**config.mk**
```make
export PLATFORM = sky130hd
export DESIGN_NAME = multi_ultrasonic_ranger_core
export DESIGN_NICKNAME = d
export VERILOG_FILES = /design/src/rtl/mur_pkg.sv /design/src/rtl/mur_ram.sv /design/src/rtl/multi_ultrasonic_ranger_core.sv
export SDC_FILE = /design/constraint.sdc
export NUM_CORES = 1
export LEC_CHECK = 0
export BUFFER_PORTS_ARGS = -buffer_cell sky130_fd_sc_hd__buf_2
export CORE_MARGIN = 2
export CORE_UTILIZATION = 45
export CTS_CLUSTER_DIAMETER = 80
export CTS_CLUSTER_SIZE = 28
export DETAILED_ROUTE_END_ITERATION = 12
export HOLD_SLACK_MARGIN = 0.03
export SYNTH_ARGS = -nofsm -noshare
export SYNTH_HDL_FRONTEND = slang
export SYNTH_SLANG_ARGS = --single-unit
```
**constraint.sdc**
```tcl
create_clock -name clock -period 19.7 [get_ports clock]
set_input_delay 0.985 -clock clock [delete_from_list [all_inputs] [get_ports clock]]
set_output_delay 0.985 -clock clock [all_outputs]
set_load 0.02 [all_outputs]
```
**src/rtl/mur_pkg.sv**
```systemverilog
// ----------------------------------------------------------------------------
// Multichannel ultrasonic ranger package
// Shared constants, command codes and the layout of one sensor entry.
// ----------------------------------------------------------------------------
package mur_pkg;

   // Sensor table size and the widths that follow from the field layout.
   localparam int MAX_SENSORS = 8;
   localparam int SENSOR_AW   = 3;
   localparam int COUNT_W     = 4;
   localparam int INTERVAL_W  = 16;
   localparam int LIMIT_W     = INTERVAL_W + COUNT_W;
   localparam int PULSE_W     = 20;
   localparam int TIME_W      = 32;
   localparam int DIST_W      = 13;
   localparam int CSR_W       = 16;

   // Command codes.
   localparam logic [1:0] CMD_TRIGGER = 2'd0;
   localparam logic [1:0] CMD_ECHO    = 2'd1;
   localparam logic [1:0] CMD_HEALTH  = 2'd2;

   // Register indexes.
   localparam logic CSR_SENSOR_COUNT = 1'b0;
   localparam logic CSR_INTERVAL_MS  = 1'b1;

   // Register reset values.
   localparam logic [COUNT_W-1:0]    SENSOR_COUNT_RESET = 4'd0;
   localparam logic [INTERVAL_W-1:0] INTERVAL_RESET     = 16'd50;

   // Pulses longer than this are more than 399 cm and read as blocked.
   localparam logic [PULSE_W-1:0] BLOCK_PULSE_US = 20'd23142;

   // Distance is pulse * 16 / 58 = (pulse * 8) / 29. The divide by 29 is a
   // multiply by ceil(2^24 / 29) and a shift by 24, exact for pulse * 8 below
   // 2^24 / 9, which covers every unblocked pulse.
   localparam int SCALED_W    = 18;
   localparam int RECIP_W     = 20;
   localparam int PROD_W      = SCALED_W + RECIP_W;
   localparam int RECIP_SHIFT = 24;
   localparam logic [RECIP_W-1:0] RECIP_29 = 20'd578525;

   // One entry of the sensor memory.
   typedef struct packed {
      logic [DIST_W-1:0] previous;
      logic [DIST_W-1:0] distance;
      logic [TIME_W-1:0] stamp;
   } entry_type;

   localparam int ENTRY_W = $bits(entry_type);

endpackage

```
**src/rtl/mur_ram.sv**
```systemverilog
// ----------------------------------------------------------------------------
// Generic single-port-write RAM
// One write port and one read port with a registered read word.
// ----------------------------------------------------------------------------
module mur_ram #(
   parameter int WIDTH = 8,
   parameter int DEPTH = 8,
   localparam int AW = (DEPTH > 1) ? $clog2(DEPTH) : 1
) (
   input  logic             clock,
   input  logic             wr_en,
   input  logic [AW-1:0]    wr_addr,
   input  logic [WIDTH-1:0] wr_data,
   input  logic             rd_en,
   input  logic [AW-1:0]    rd_addr,
   output logic [WIDTH-1:0] rd_data
);

   logic [WIDTH-1:0] mem_ff [DEPTH];
   logic [WIDTH-1:0] rd_data_ff;

   // Write and registered read; the read word holds while rd_en is low.
   always_ff @(posedge clock) begin
      if (wr_en) begin
         mem_ff[wr_addr] <= wr_data;
      end
      if (rd_en) begin
         rd_data_ff <= mem_ff[rd_addr];
      end
   end

   assign rd_data = rd_data_ff;

endmodule

```
**src/rtl/multi_ultrasonic_ranger_core.sv**
```systemverilog
// ----------------------------------------------------------------------------
// Multichannel ultrasonic ranger core
// A trigger reduces the advanced index by the count; an echo runs EMUL (scaling
// multiply while the entry read completes) and EWB (write back); a health check
// reads each used sensor's entry. A trigger or health check with no sensors and a
// refused echo never go busy. The result word shows in the cycle after the last
// busy cycle with busy already low, so the next word can go in then; the receiver
// cannot stall. Reset clears the index and valid bits and resets the registers.
// ----------------------------------------------------------------------------
module multi_ultrasonic_ranger_core
   import mur_pkg::*;
(
   input  logic                  clock,
   input  logic                  reset,
   input  logic                  start,
   output logic                  busy,
   input  logic [1:0]            req_command,
   input  logic [SENSOR_AW-1:0]  req_sensor_id,
   input  logic [PULSE_W-1:0]    req_pulse_us,
   input  logic [TIME_W-1:0]     req_now_ms,
   input  logic                  csr_wr_en,
   input  logic                  csr_index,
   input  logic [CSR_W-1:0]      csr_wdata,
   output logic                  rsp_valid,
   output logic [1:0]            rsp_kind,
   output logic [SENSOR_AW-1:0]  rsp_fire_sensor,
   output logic                  rsp_fire_valid,
   output logic [DIST_W-1:0]     rsp_distance_sixteenths,
   output logic [DIST_W-1:0]     rsp_previous_sixteenths,
   output logic                  rsp_echo_accepted,
   output logic                  rsp_healthy
);

   localparam logic [2:0] ST_IDLE = 3'd0;
   localparam logic [2:0] ST_TRIG = 3'd1;
   localparam logic [2:0] ST_EMUL = 3'd2;
   localparam logic [2:0] ST_EWB  = 3'd3;
   localparam logic [2:0] ST_HCHK = 3'd4;

   // Control and configuration registers.
   logic [2:0]            state_ff, state_in;
   logic [COUNT_W-1:0]    sensor_count_ff;
   logic [INTERVAL_W-1:0] interval_ff;
   logic [SENSOR_AW-1:0]  index_ff, index_in;
   logic [MAX_SENSORS-1:0] valid_ff, valid_in;
   logic                  rsp_valid_ff, rsp_valid_in;

   // Per-command working registers.
   logic [COUNT_W-1:0]    count_ff, count_in;
   logic [COUNT_W-1:0]    mod_ff, mod_in;
   logic [SENSOR_AW-1:0]  id_ff, id_in;
   logic [PULSE_W-1:0]    pulse_ff, pulse_in;
   logic [TIME_W-1:0]     now_ff, now_in;
   logic [PROD_W-1:0]     prod_ff, prod_in;
   logic [LIMIT_W-1:0]    limit_ff, limit_in;
   logic [SENSOR_AW-1:0]  walk_ff, walk_in;
   logic                  ok_ff, ok_in;
   logic                  rd_valid_ff;

   // Result word registers.
   logic [1:0]            kind_ff, kind_in;
   logic [SENSOR_AW-1:0]  fire_ff, fire_in;
   logic                  fire_valid_ff, fire_valid_in;
   logic [DIST_W-1:0]     dist_ff, dist_in;
   logic [DIST_W-1:0]     prev_ff, prev_in;
   logic                  echo_ok_ff, echo_ok_in;
   logic                  healthy_ff, healthy_in;

   // Memory ports.
   logic                  ram_wr_en;
   logic                  ram_rd_en;
   logic [SENSOR_AW-1:0]  ram_rd_addr;
   entry_type             wr_entry;
   entry_type             rd_entry;
   logic [ENTRY_W-1:0]    ram_rd_data;

   // Combinational helpers.
   logic                  accept;
   logic [COUNT_W-1:0]    active_count;
   logic [SCALED_W-1:0]   scaled;
   logic [DIST_W-1:0]     new_dist;
   logic [DIST_W-1:0]     old_dist;
   logic [TIME_W-1:0]     stamp;
   logic [TIME_W-1:0]     age;
   logic                  stale;
   logic [SENSOR_AW-1:0]  walk_next;

   assign busy   = (state_ff != ST_IDLE);
   assign accept = start && !busy;

   // The count in use is capped at the memory depth.
   assign active_count = (sensor_count_ff > COUNT_W'(MAX_SENSORS)) ?
                         COUNT_W'(MAX_SENSORS) : sensor_count_ff;

   // Pulse scaling: blocked pulses give zero distance.
   assign scaled   = (pulse_ff > BLOCK_PULSE_US) ? '0 : {pulse_ff[SCALED_W-4:0], 3'b000};
   assign new_dist = prod_ff[RECIP_SHIFT +: DIST_W];

   // Fields of the entry read back; an entry never written reads as zero.
   assign rd_entry  = entry_type'(ram_rd_data);
   assign old_dist  = rd_valid_ff ? rd_entry.distance : '0;
   assign stamp     = rd_valid_ff ? rd_entry.stamp : '0;
   assign age       = now_ff - stamp;
   assign stale     = (age > TIME_W'(limit_ff));
   assign walk_next = walk_ff + SENSOR_AW'(1);

   assign wr_entry.previous = old_dist;
   assign wr_entry.distance = new_dist;
   assign wr_entry.stamp    = now_ff;

   mur_ram #(
      .WIDTH (ENTRY_W),
      .DEPTH (MAX_SENSORS)
   ) u_sensor_ram (
      .clock   (clock),
      .wr_en   (ram_wr_en),
      .wr_addr (id_ff),
      .wr_data (wr_entry),
      .rd_en   (ram_rd_en),
      .rd_addr (ram_rd_addr),
      .rd_data (ram_rd_data)
   );

   // Command sequencer.
   always_comb begin
      state_in      = state_ff;
      index_in      = index_ff;
      valid_in      = valid_ff;
      count_in      = count_ff;
      mod_in        = mod_ff;
      id_in         = id_ff;
      pulse_in      = pulse_ff;
      now_in        = now_ff;
      prod_in       = prod_ff;
      limit_in      = limit_ff;
      walk_in       = walk_ff;
      ok_in         = ok_ff;
      ram_wr_en     = 1'b0;
      ram_rd_en     = 1'b0;
      ram_rd_addr   = walk_next;
      rsp_valid_in  = 1'b0;
      kind_in       = kind_ff;
      fire_in       = '0;
      fire_valid_in = 1'b0;
      dist_in       = '0;
      prev_in       = '0;
      echo_ok_in    = 1'b0;
      healthy_in    = 1'b0;

      case (state_ff)
         ST_IDLE: begin
            if (accept) begin
               count_in = active_count;
               id_in    = req_sensor_id;
               pulse_in = req_pulse_us;
               now_in   = req_now_ms;
               kind_in  = req_command;
               case (req_command)
                  CMD_TRIGGER: begin
                     if (active_count == '0) begin
                        rsp_valid_in = 1'b1;
                     end else begin
                        mod_in   = {1'b0, index_ff} + COUNT_W'(1);
                        state_in = ST_TRIG;
                     end
                  end
                  CMD_ECHO: begin
                     if ({1'b0, req_sensor_id} >= active_count) begin
                        rsp_valid_in = 1'b1;
                     end else begin
                        ram_rd_en   = 1'b1;
                        ram_rd_addr = req_sensor_id;
                        state_in    = ST_EMUL;
                     end
                  end
                  CMD_HEALTH: begin
                     limit_in = LIMIT_W'(interval_ff) * LIMIT_W'(active_count);
                     if (active_count == '0) begin
                        rsp_valid_in = 1'b1;
                        healthy_in   = 1'b1;
                     end else begin
                        ram_rd_en   = 1'b1;
                        ram_rd_addr = '0;
                        walk_in     = '0;
                        ok_in       = 1'b1;
                        state_in    = ST_HCHK;
                     end
                  end
                  default: begin
                     // Reserved command: no result, no state change.
                  end
               endcase
            end
         end

         // Reduce the advanced index by the count, one subtract a cycle.
         ST_TRIG: begin
            if (mod_ff >= count_ff) begin
               mod_in = mod_ff - count_ff;
            end else begin
               index_in      = mod_ff[SENSOR_AW-1:0];
               fire_in       = mod_ff[SENSOR_AW-1:0];
               fire_valid_in = 1'b1;
               rsp_valid_in  = 1'b1;
               state_in      = ST_IDLE;
            end
         end

         // Scale the pulse while the entry read completes.
         ST_EMUL: begin
            prod_in  = PROD_W'(scaled) * PROD_W'(RECIP_29);
            state_in = ST_EWB;
         end

         // Write the entry back with the shifted distance and the new stamp.
         ST_EWB: begin
            ram_wr_en       = 1'b1;
            valid_in[id_ff] = 1'b1;
            dist_in         = new_dist;
            prev_in         = old_dist;
            echo_ok_in      = 1'b1;
            rsp_valid_in    = 1'b1;
            state_in        = ST_IDLE;
         end

         // Check one stamp a cycle while the next entry is read.
         ST_HCHK: begin
            ok_in = ok_ff && !stale;
            if ({1'b0, walk_ff} + COUNT_W'(1) == count_ff) begin
               healthy_in   = ok_ff && !stale;
               rsp_valid_in = 1'b1;
               state_in     = ST_IDLE;
            end else begin
               walk_in   = walk_next;
               ram_rd_en = 1'b1;
            end
         end

         default: begin
            state_in = ST_IDLE;
         end
      endcase
   end

   // Control state and configuration registers.
   always_ff @(posedge clock) begin
      if (reset) begin
         state_ff        <= ST_IDLE;
         index_ff        <= '0;
         valid_ff        <= '0;
         rsp_valid_ff    <= 1'b0;
         sensor_count_ff <= SENSOR_COUNT_RESET;
         interval_ff     <= INTERVAL_RESET;
      end else begin
         state_ff     <= state_in;
         index_ff     <= index_in;
         valid_ff     <= valid_in;
         rsp_valid_ff <= rsp_valid_in;
         if (csr_wr_en) begin
            case (csr_index)
               CSR_SENSOR_COUNT: sensor_count_ff <= csr_wdata[COUNT_W-1:0];
               CSR_INTERVAL_MS:  interval_ff     <= csr_wdata[INTERVAL_W-1:0];
               default: begin
               end
            endcase
         end
      end
   end

   // Working and result word registers.
   always_ff @(posedge clock) begin
      count_ff      <= count_in;
      mod_ff        <= mod_in;
      id_ff         <= id_in;
      pulse_ff      <= pulse_in;
      now_ff        <= now_in;
      prod_ff       <= prod_in;
      limit_ff      <= limit_in;
      walk_ff       <= walk_in;
      ok_ff         <= ok_in;
      kind_ff       <= kind_in;
      fire_ff       <= fire_in;
      fire_valid_ff <= fire_valid_in;
      dist_ff       <= dist_in;
      prev_ff       <= prev_in;
      echo_ok_ff    <= echo_ok_in;
      healthy_ff    <= healthy_in;
      if (ram_rd_en) begin
         rd_valid_ff <= valid_ff[ram_rd_addr];
      end
   end

   assign rsp_valid               = rsp_valid_ff;
   assign rsp_kind                = kind_ff;
   assign rsp_fire_sensor         = fire_ff;
   assign rsp_fire_valid          = fire_valid_ff;
   assign rsp_distance_sixteenths = dist_ff;
   assign rsp_previous_sixteenths = prev_ff;
   assign rsp_echo_accepted       = echo_ok_ff;
   assign rsp_healthy             = healthy_ff;

   // A result word only appears once the sequencer is back at rest.
   a_rsp_idle: assert property (@(posedge clock) disable iff (reset)
      rsp_valid_ff |-> (state_ff == ST_IDLE))
      else $error("result word shown while a command is still in progress");

   // Every entry write is followed by an accepted echo result.
   a_wr_echo: assert property (@(posedge clock) disable iff (reset)
      ram_wr_en |=> (rsp_valid_ff && echo_ok_ff && kind_ff == CMD_ECHO))
      else $error("entry written without an accepted echo result");

   // The health walk never runs past the sensors in use.
   a_walk_bound: assert property (@(posedge clock) disable iff (reset)
      (state_ff == ST_HCHK) |-> ({1'b0, walk_ff} < count_ff))
      else $error("health walk past the sensor count");

   // The wrap reduction starts from at most the memory depth.
   a_mod_bound: assert property (@(posedge clock) disable iff (reset)
      (state_ff == ST_TRIG) |-> (mod_ff <= COUNT_W'(MAX_SENSORS) && count_ff != '0))
      else $error("trigger reduction out of range");

endmodule

```
# Word-level counts from Yosys, hierarchy flattened
# Memories as Yosys holds them, arrays and structs flattened. A register that Yosys moved wholly into a read port is not among the register bits.
# Cells that the tools add are included.
# op_classes
mul	2
bitwise_logic	4
order_cmp	8
n_mux	55
reduce_logical	22
addsub	5
n_eq_ne	19
# op_table
operator	count
3-bit 2-to-1 mux	14
18-bit by 20-bit multiplier with 37-bit output, second input constant	1
32-bit by 20-bit greater-than comparator with 1-bit output	1
32-bit 2-to-1 mux	1
32-bit subtractor	1
20-bit by 15-bit greater-than comparator with 1-bit output, second input constant	1
16-bit by 4-bit multiplier with 20-bit output	1
1-bit 2-to-1 mux	20
4-bit 2-to-1 mux	5
18-bit 2-to-1 mux	1
13-bit 2-to-1 mux	1
2-bit != test, second input constant	6
3-bit case mux with 2 select lines	2
3-bit case mux with 4 select lines	1
1-bit case mux with 2 select lines	5
5-bit AND reduction	2
3-bit != test, second input constant	3
3-bit case mux with 3 select lines	1
3-bit by 1-bit adder with 4-bit output, second input constant	2
3-bit by 4-bit < comparator with 1-bit output, second input constant	2
8-bit bitwise OR	1
4-bit case mux with 2 select lines	1
2-bit AND reduction	4
7-bit AND reduction	1
other kinds (28)	37
# totals
memories	1
out_inout_bits	36
ramBits	464
ff_bits	194
# mem_list
memory	words	word_bits	rd	rd_ports_with_merged_regs	wr	line	text
u_sensor_ram.mem_ff	8	58	1	1	1	mur_ram.sv:19	logic [WIDTH-1:0] mem_ff [DEPTH];

# Depth between registers and ports, before layout
# Gate-level depths: netlist of the first run.
# logic_depth
depth_word	9
ltp_mapped	31
mapped_depth_nobuf	30

# Cells and area by module
# From an unflattened synthesis of the first run, not the netlist that was laid out.
# unflattened
hier_cells	2272
area_unflattened_um2	34531.9
# by_module_without_submodules
mod	cells_each	n_inst	area_each_um2
mur_ram	741	1	19412.4
multi_ultrasonic_ranger_core	1531	1	15119.5

# Least setup slack after synthesis of the first run
# Ideal clock, no wire load.
# synth_timing
path_kind	register -> register
start	register pulse_ff[4]
end	register prod_ff[36] (data pin)
t_arrival_ns	6.970
setup_time_ns	0.260
setup_slack_ns	12.470
stages_incl_launch_ff	28
path_cell_list	edfxtp_1 > nor4bb_1 > nand4_1 > o211ai_1 > nand2b_1 > a31o_2 > a21oi_1 > clkbuf_1 > nand2_1 > fa_1 > fa_1 > inv_1 > fa_1 > fa_1 > fa_1 > inv_1 > fa_1 > inv_1 > ha_1 > o211ai_1 > a21oi_1 > a211o_1 > a41oi_1 > o31ai_1 > a2111o_1 > a31oi_1 > o21bai_1 > xnor2_1
# synth_via
elab_chain_cells	3
# synth_lines
element	line	text
start, declared	multi_ultrasonic_ranger_core.sv:52	logic [PULSE_W-1:0] pulse_ff, pulse_in;
start signal, assigned	multi_ultrasonic_ranger_core.sv:275	pulse_ff <= pulse_in;
20-bit by 15-bit greater-than comparator with 1-bit output	multi_ultrasonic_ranger_core.sv:96	assign scaled = (pulse_ff > BLOCK_PULSE_US) ? '0 : {pulse_ff[SCALED_W-4:0], 3'b000};
18-bit 2-to-1 mux (*)	multi_ultrasonic_ranger_core.sv:96	
18-bit by 20-bit multiplier with 37-bit output (*)	multi_ultrasonic_ranger_core.sv:211	prod_in = PROD_W'(scaled) * PROD_W'(RECIP_29);
end signal, assigned	multi_ultrasonic_ranger_core.sv:277	prod_ff <= prod_in;
end, declared	multi_ultrasonic_ranger_core.sv:54	logic [PROD_W-1:0] prod_ff, prod_in;
# Mark *: on every way between the ends. The rest lies on a longest branch, timed or not.
# A chain may end at the register's enable or synchronous reset.

# Final worst setup path of the first run
# Ends and elaborated chain as after synthesis.

==> out/metrics.yaml, run 1 <==
sta:
  worst_slack_ns: 11.45
  fin_crit_sh_pct: 41.89
  fmax_mhz: 121.2
  fin_worst_skew_ns: 0.03316
  slew_violations: 0
  tightest_slew_ns: 1.027
  fin_tns_setup_ns: 0
  hold_viol: 0
  fin_crit_ns: 8.252
  final-setup-viol-count: 0
  rsz0062_at_grt: "no"
  relSlewSlack_pct: 31.40
layout:
  antenna_cells: 0
  finalInstanceArea_mm2: 0.03334
  layout-drive-gt1-share_pct: 9.033
  final_cells: 3530
  final_cell_mix: "508 x edfxtp_1, 443 x nand2_1, 258 x inv_1"
  final_common_cell: "edfxtp_1"
  fin_nets: 3067
  syn2layout_area_growth_pct: 8.586
synth:
  syn_area_per_cell_um2: 11.93
  synth_flop_cell: "edfxtp_1"
  yosysUniqueCellTypes: 82
  netlist_area_mm2: 0.03070
  synth_top_area_cell: "edfxtp_1"
  synth_seq_area_share_pct: 54.05
  syn-instance-count: 2574
  ys_top_cells_by_area: "edfxtp_1 50%, ha_1 9.1%, fa_1 8.5%"
  synth_fp_nets: 3007
  async_flop_share_pct: 0
  ys_ff_latch: 575
  synth_edf_count: 508
  synth_top_area_share_pct: 49.68
  yosysWarnings: 0
floorplan:
  die_h_um: 265.2
  start_util_pct: 45.56
  boundaryPins: 114
  dieArea_mm2: 0.07033
  fp.dieW_um: 265.2
  fp-row-count: 95
  core_mm2: 0.06740
setup_path:
  path_class: "flop to flop"
  start_kind: "flop"
  cp.arrival_ns: 8.60
  crit_path_end_kind: "flop"
  worstPathRequired_ns: 20.05
  reg2reg_depth: 27
  worst-path-max-fanout: 14
min_path:
  worst_hold_path.num_cells: 1
  min_path_type: "flop to flop"
route:
  ant_nets: 0
  dr.pass1.iters: 5
  drtIter0Drc: 1345
  wire_per_inst_um: 19.77
  routed-via-count: 19250
  routed_via_density: 5.453
  wirelength_mm: 69.80
  route.detailed.drc: 0
global_route:
  grt_pass1_wl_mm: 110.4
  antenna_found_initial: 0
  grt_use_total_pct: 20.04
  grt_max_degree: 185
  grt_overflow: 0
  grt_pass1_vias: 19520
power_and_ir_drop:
  power_density_mw_per_mm2: 80.60
  p_leak_nw: 13.77
  ir_drop_mv: 0.09215
  combPwrFrac_pct: 17.2
  intPower_mw: 1.915
  swShare_pct: 28.75
  clkPwrFrac_pct: 30.3
  seqPwrFrac_pct: 52.5
  switching_power_uw: 772.5
clocking:
  cts_setup_buffers: 0
  holdBufCountCts: 0
  clock_latency_ns: 0.59
  clk_transition_reported_paths_ns: 0.10
  htreeDepth: 2
  cts_made_buffers: 34
  root_buffer: "clkbuf_16"
  tritoncts: "built"
  cts_sinks: 575
  clk_path_buf_depth: 3
  cts_resized: 0
place:
  gp_congestion: 0.8895
  placed_area_mm2: 0.03216
  place_worst_setup_slack_ns: 11.41
  io_buffers: 113
  hpwlAfterDp_mm: 44.13
  placed_cells: 3471
job:
  drv_cap: 0
run_status:
  status: "finished clean"
==> Yosys cell counts (all sizes together) (4+ instances only) <==
cell type,n
or2,5
nor2,66
nor3,26
o211ai,15
xor2,25
ha,224
nand3b,4
edfxtp,508
a21o,33
o2111ai,4
nand2,443
a31oi,12
nand4,7
nand2b,11
and2,96
and3,24
buf,35
o21ai,27
nor2b,11
a2111oi,5
xnor2,40
nand3,112
a311oi,47
fa,131
a31o,50
mux2i,8
and4,4
o31ai,5
dfxtp,67
a211oi,54
o21bai,14
nor4,6
inv,258
o21a,8
clkbuf,73
a21oi,77
==> power by group through the flow <==
stage,Combinational [mW],Clock [mW],Sequential [mW]
2_1_floorplan,0.338,0,1.42
3_3_place_gp,0.449,0,1.44
3_5_place_dp,0.461,0,1.44
4_1_cts,0.464,0.837,1.41
5_1_grt,0.518,0.873,1.42
6_report,0.462,0.815,1.41
==> logic make-up after synthesis <==
family,count (synthesis),share of synthesized area [%]
AO/OA/AOI/OAI,378,9.080
adder cells (fa/ha/maj),355,17.67
multiplexers,9,0.2975
flip-flops,575,54.05
XOR/XNOR,65,1.854
AND/OR/NAND/NOR,826,12.30
buffers and inverters,366,4.748
==> metal layers <==
layer	global-route usage, %	up-vias	wire length, µm	share of wire, %
met5	0	-	0	0
met4	4.810	0	1319	1.9
met3	2.944	68	3796	5.4
met2	31.77	455	31550	45
met1	29.17	9568	33130	47
li1	-	9157	-	-
==> flip-flops by register name (all words and copies together) (netlist names), 4 cells and up <==
| register | flops |
|---|---|
| count_ff | 4 |
| interval_ff | 16 |
| limit_ff | 20 |
| mod_ff | 4 |
| now_ff | 32 |
| prod_ff | 13 |
| pulse_ff | 20 |
| rsp_distance_sixteenths | 13 |
| rsp_previous_sixteenths | 13 |
| sensor_count_ff | 4 |
| u_sensor_ram.mem_ff | 360 |
| u_sensor_ram.rd_data | 45 |
| valid_ff | 8 |
==> area by class of cell <==
| cell class | instances | area (µm²) |
|---|---|---|
| repair buffers | 132 | 733.2 |
| well taps | 873 | 1092 |
| fillers | 5910 | 34060 |
| clock inverters | 20 | 314.1 |
| clock buffers | 39 | 869.6 |
| flip-flops and latches | 575 | 16600 |
| multi-input cells | 1633 | 12770 |
| inverters | 258 | 968.4 |
==> worst max-delay path, cell delays in order (launching register included) <==
cell and delay (ns):
edfxtp_1 0.42, nor4bb_1 0.28, nand4_1 0.12, o211ai_1 0.18, nand2b_1 0.07, a31o_2 0.24
a21oi_1 0.63, and2_1 0.35, inv_1 0.10, fa_1 0.64, inv_1 0.07, fa_1 0.46
fa_1 0.55, fa_1 0.45, fa_1 0.54, inv_1 0.05, fa_1 0.53, inv_1 0.04
ha_1 0.32, a22oi_1 0.17, a21boi_0 0.13, a41o_1 0.24, a41oi_1 0.31, o31ai_1 0.21
a2111o_1 0.42, a31oi_1 0.27, o21bai_1 0.11, xnor2_1 0.12
==> metrics by stage <==
step,hold WS (ns),total power [mW],utilization [%]
6_report,0.4837,2.687,49.47
4_1_cts,0.4848,2.711,49.47
5_1_grt,0.5079,2.807,49.47
3_3_place_gp,0.4499,1.886,47.71
3_5_place_dp,0.4612,1.899,47.71
2_1_floorplan,0.4402,1.762,-
==> final timing paths <==
| path | start | endpoint | slack, ns |
|---|---|---|---|
| setup / recovery | pulse_ff[4] | prod_ff[36] | 11.45 |
| hold reg to reg | u_sensor_ram.rd_data[35] | rsp_previous_sixteenths[3] | 0.48 |
| setup reg to reg | pulse_ff[4] | prod_ff[36] | 11.45 |
| hold / removal | u_sensor_ram.rd_data[35] | rsp_previous_sixteenths[3] | 0.48 |
(Power assumes the default switching activity.)
==> run 2, diff against run 1 <==
- ABC_AREA: unset -> 1
- clock period: 19.7 -> 6.7 ns (I/O delays scaled with it)
==> run 2 against run 1 <==
Compared with the run above: critical path depth is 2 higher; sequential share of layout area down 3.6 points; synthesized area up 4.6%; via count up 12%; design area up 7.8%; worst setup slack lost 11 ns; fmax up 27%; clock skew increased by 0.014 ns; sequential power grew to 3.3 times the previous value; largest power group unchanged; highest routed layer is now met5.
==> out/metrics.yaml, run 2 <==
place:
  gp_congestion: 0.9031
  hpwlAfterDp_mm: 50.93
  io_buffers: 113
  place_worst_setup_slack_ns: -0.01734
synth:
  async_flop_share_pct: 0
  synth_common_cells: "645 x inv_1, 508 x edfxtp_1, 508 x nand2_1, 246 x a21oi_1, 224 x ha_1"
  netlist_area_mm2: 0.03211
  ys_ff_latch: 575
  syn_area_per_cell_um2: 10.22
  yosysWarnings: 0
  syn-instance-count: 3143
  synth_top_area_cell: "edfxtp_1"
  synth_flop_cell: "edfxtp_1"
  synth_seq_area_share_pct: 51.68
  synth_top_area_share_pct: 47.50
  yosysMostFrequentCell: "inv_1"
  synth_edf_count: 508
  synth_fp_nets: 3576
  ys_top_cells_by_area: "edfxtp_1 48%, ha_1 8.7%, fa_1 8.2%"
  yosysUniqueCellTypes: 49
floorplan:
  start_util_pct: 45.62
  fp-row-count: 97
  fp.dieW_um: 271.1
  core_mm2: 0.07039
  die_h_um: 271.1
  boundaryPins: 114
  dieArea_mm2: 0.07351
sta:
  fin_worst_skew_ns: 0.04726
  hold-worst-slack_ns: 0.05953
  final-setup-viol-count: 0
  slew_violations: 0
  relSlewSlack_pct: 30.04
  fin_crit_ns: 6.498
  hold_viol: 0
  fmax_mhz: 153.9
  worst_slack_ns: 0.2017
  fin_tns_setup_ns: 0
  tightest_slew_ns: 1.046
  fin_crit_sh_pct: 96.99
layout:
  syn2layout_area_growth_pct: 11.87
  layout-drive-gt1-share_pct: 8.104
  regMostFlops: "u_sensor_ram.mem_ff"
  fin_nets: 3750
  final_common_cell: "inv_1"
  nFillCells: 6328
  largest_register_ffs: 360
  final_cell_mix: "641 x inv_1, 508 x edfxtp_1, 505 x nand2_1"
  antenna_cells: 0
setup_path:
  crit_top_cell: "fa_1"
  path_class: "flop to flop"
  worst-path-max-fanout: 5
  crit_path_end_kind: "flop"
  worstPathRequired_ns: 7.04
  cp.arrival_ns: 6.84
  cpPeakStageDelay_ns: 0.62
  start_kind: "flop"
  r2r_slack_ns: 0.20
  cp_slowest_cell: "fa_2"
clocking:
  cts_sinks: 575
  tritoncts: "built"
  root_buffer: "clkbuf_16"
  clock_latency_ns: 0.60
  clk_path_buf_depth: 3
  clk_transition_reported_paths_ns: 0.10
  htreeDepth: 2
  cts_made_buffers: 35
power_and_ir_drop:
  intPower_mw: 7.163
  ir_drop_mv: 0.3351
  p_total_mw: 11.72
  power_density_mw_per_mm2: 326.3
  switching_power_mw: 4.559
  swShare_pct: 38.89
  seqPwrFrac_pct: 40.1
  p_leak_nw: 16.08
  combPwrFrac_pct: 38.3
  clkPwrFrac_pct: 21.6
route:
  dr.pass1.iters: 6
  wirelength_mm: 74.71
  drtIter0Drc: 1596
  route.detailed.drc: 0
  wire_per_inst_um: 17.44
  routed-via-count: 21630
  ant_nets: 0
  routed_via_density: 5.049
run_status:
  status: "finished clean"
global_route:
  grt_use_total_pct: 20.29
  grt_pass1_wl_mm: 117.8
  grt_pass1_vias: 21460
  antenna_found_initial: 2
  grt_overflow: 0
  grt_max_degree: 185
min_path:
  min_path_type: "input port to flop"
job:
  drv_cap: 0
==> run 2: changes by cell type after synthesis, moves of 46 or more <==
cell / change
a21oi_1: +172
and2_1: -73
clkbuf_1: -50
o21ai_0: +124
a211oi_1: -51
nor2_1: +128
inv_1: +387
nand2_1: +65
a311oi_1: -46
==> run 2: logic make-up after synthesis <==
logic type,after synthesis,share of synthesized area [%]
buf+inv,736,9.160
simple gates,852,10.87
xor+xnor,55,1.500
mux,1,0.03117
compound gates,569,9.866
flops,575,51.68
fa+ha+maj,355,16.89
==> run 2: layout make-up <==
type / instances / area, µm² / share of cell area, %
Sequential cell: 575 / 16600 / 46.20
Clock buffer: 40 / 915.9 / 2.549
Timing Repair inverter: 1 / 7.507 / 0.02090
Inverter: 650 / 2447 / 6.812
Clock inverter: 24 / 395.4 / 1.101
Multi-Input combinational cell: 1832 / 12790 / 35.62
Tap cell: 940 / 1176 / 3.274
Timing Repair Buffer: 222 / 1592 / 4.430
==> run 2: critical path, delay by kind of cell, from the launching register on <==
kind / cells / cell delay, ns
compound gates: 7 / 0.80
xor+xnor: 1 / 0.14
fa+ha+maj: 7 / 3.36
buf+inv: 7 / 0.77
flops: 1 / 0.44
simple gates: 7 / 0.74
==> run 2: power by group through the flow <==
stage | registers (mW) | clock network (mW) | logic [mW]
detailed placement | 4.78 | 0 | 4.42
finish | 4.70 | 2.53 | 4.48
floorplan | 4.68 | 0 | 3.34
global placement | 4.77 | 0 | 4.34
CTS | 4.71 | 2.60 | 4.49
global route | 4.75 | 2.73 | 5.13
==> run 2: routing by layer <==
metal	GRT usage, %	wire length (µm)
met2	33.24	34610
met5	0	13
met4	4.916	1545
met1	28.93	35520
met3	2.397	3030
==> run 2: repair_timing <==
action | CTS | global route
hold buffers | 68 | 0
gates cloned | 0 | 1
endpoints found under the hold margin | 70 | 0
buffers inserted | 0 | 3
setup endpoints to repair | 3 | 13
gates resized for setup | 1 | 34
pin swaps | 0 | 13
==> run 2: per-stage QoR <==
step / std cells / utilization (%) / area [µm²]
2_1_floorplan: 3143 / - / 32110
3_3_place_gp: 4148 / 47.98 / 33770
3_5_place_dp: 4148 / 47.98 / 33770
4_1_cts: 4280 / 50.81 / 35770
5_1_grt: 4284 / 51.03 / 35920
6_report: 4284 / 51.03 / 35920
==> run 2: path summary, 6_finish.rpt <==
path                                  from                          to  cells past startpoint
setup / recovery              pulse_ff[10]                 prod_ff[33]                     29
hold / removal               csr_wdata[14]             interval_ff[14]                      3
setup reg to reg              pulse_ff[10]                 prod_ff[33]                     29
hold reg to reg   u_sensor_ram.rd_data[34]  rsp_previous_sixteenths[2]                      2
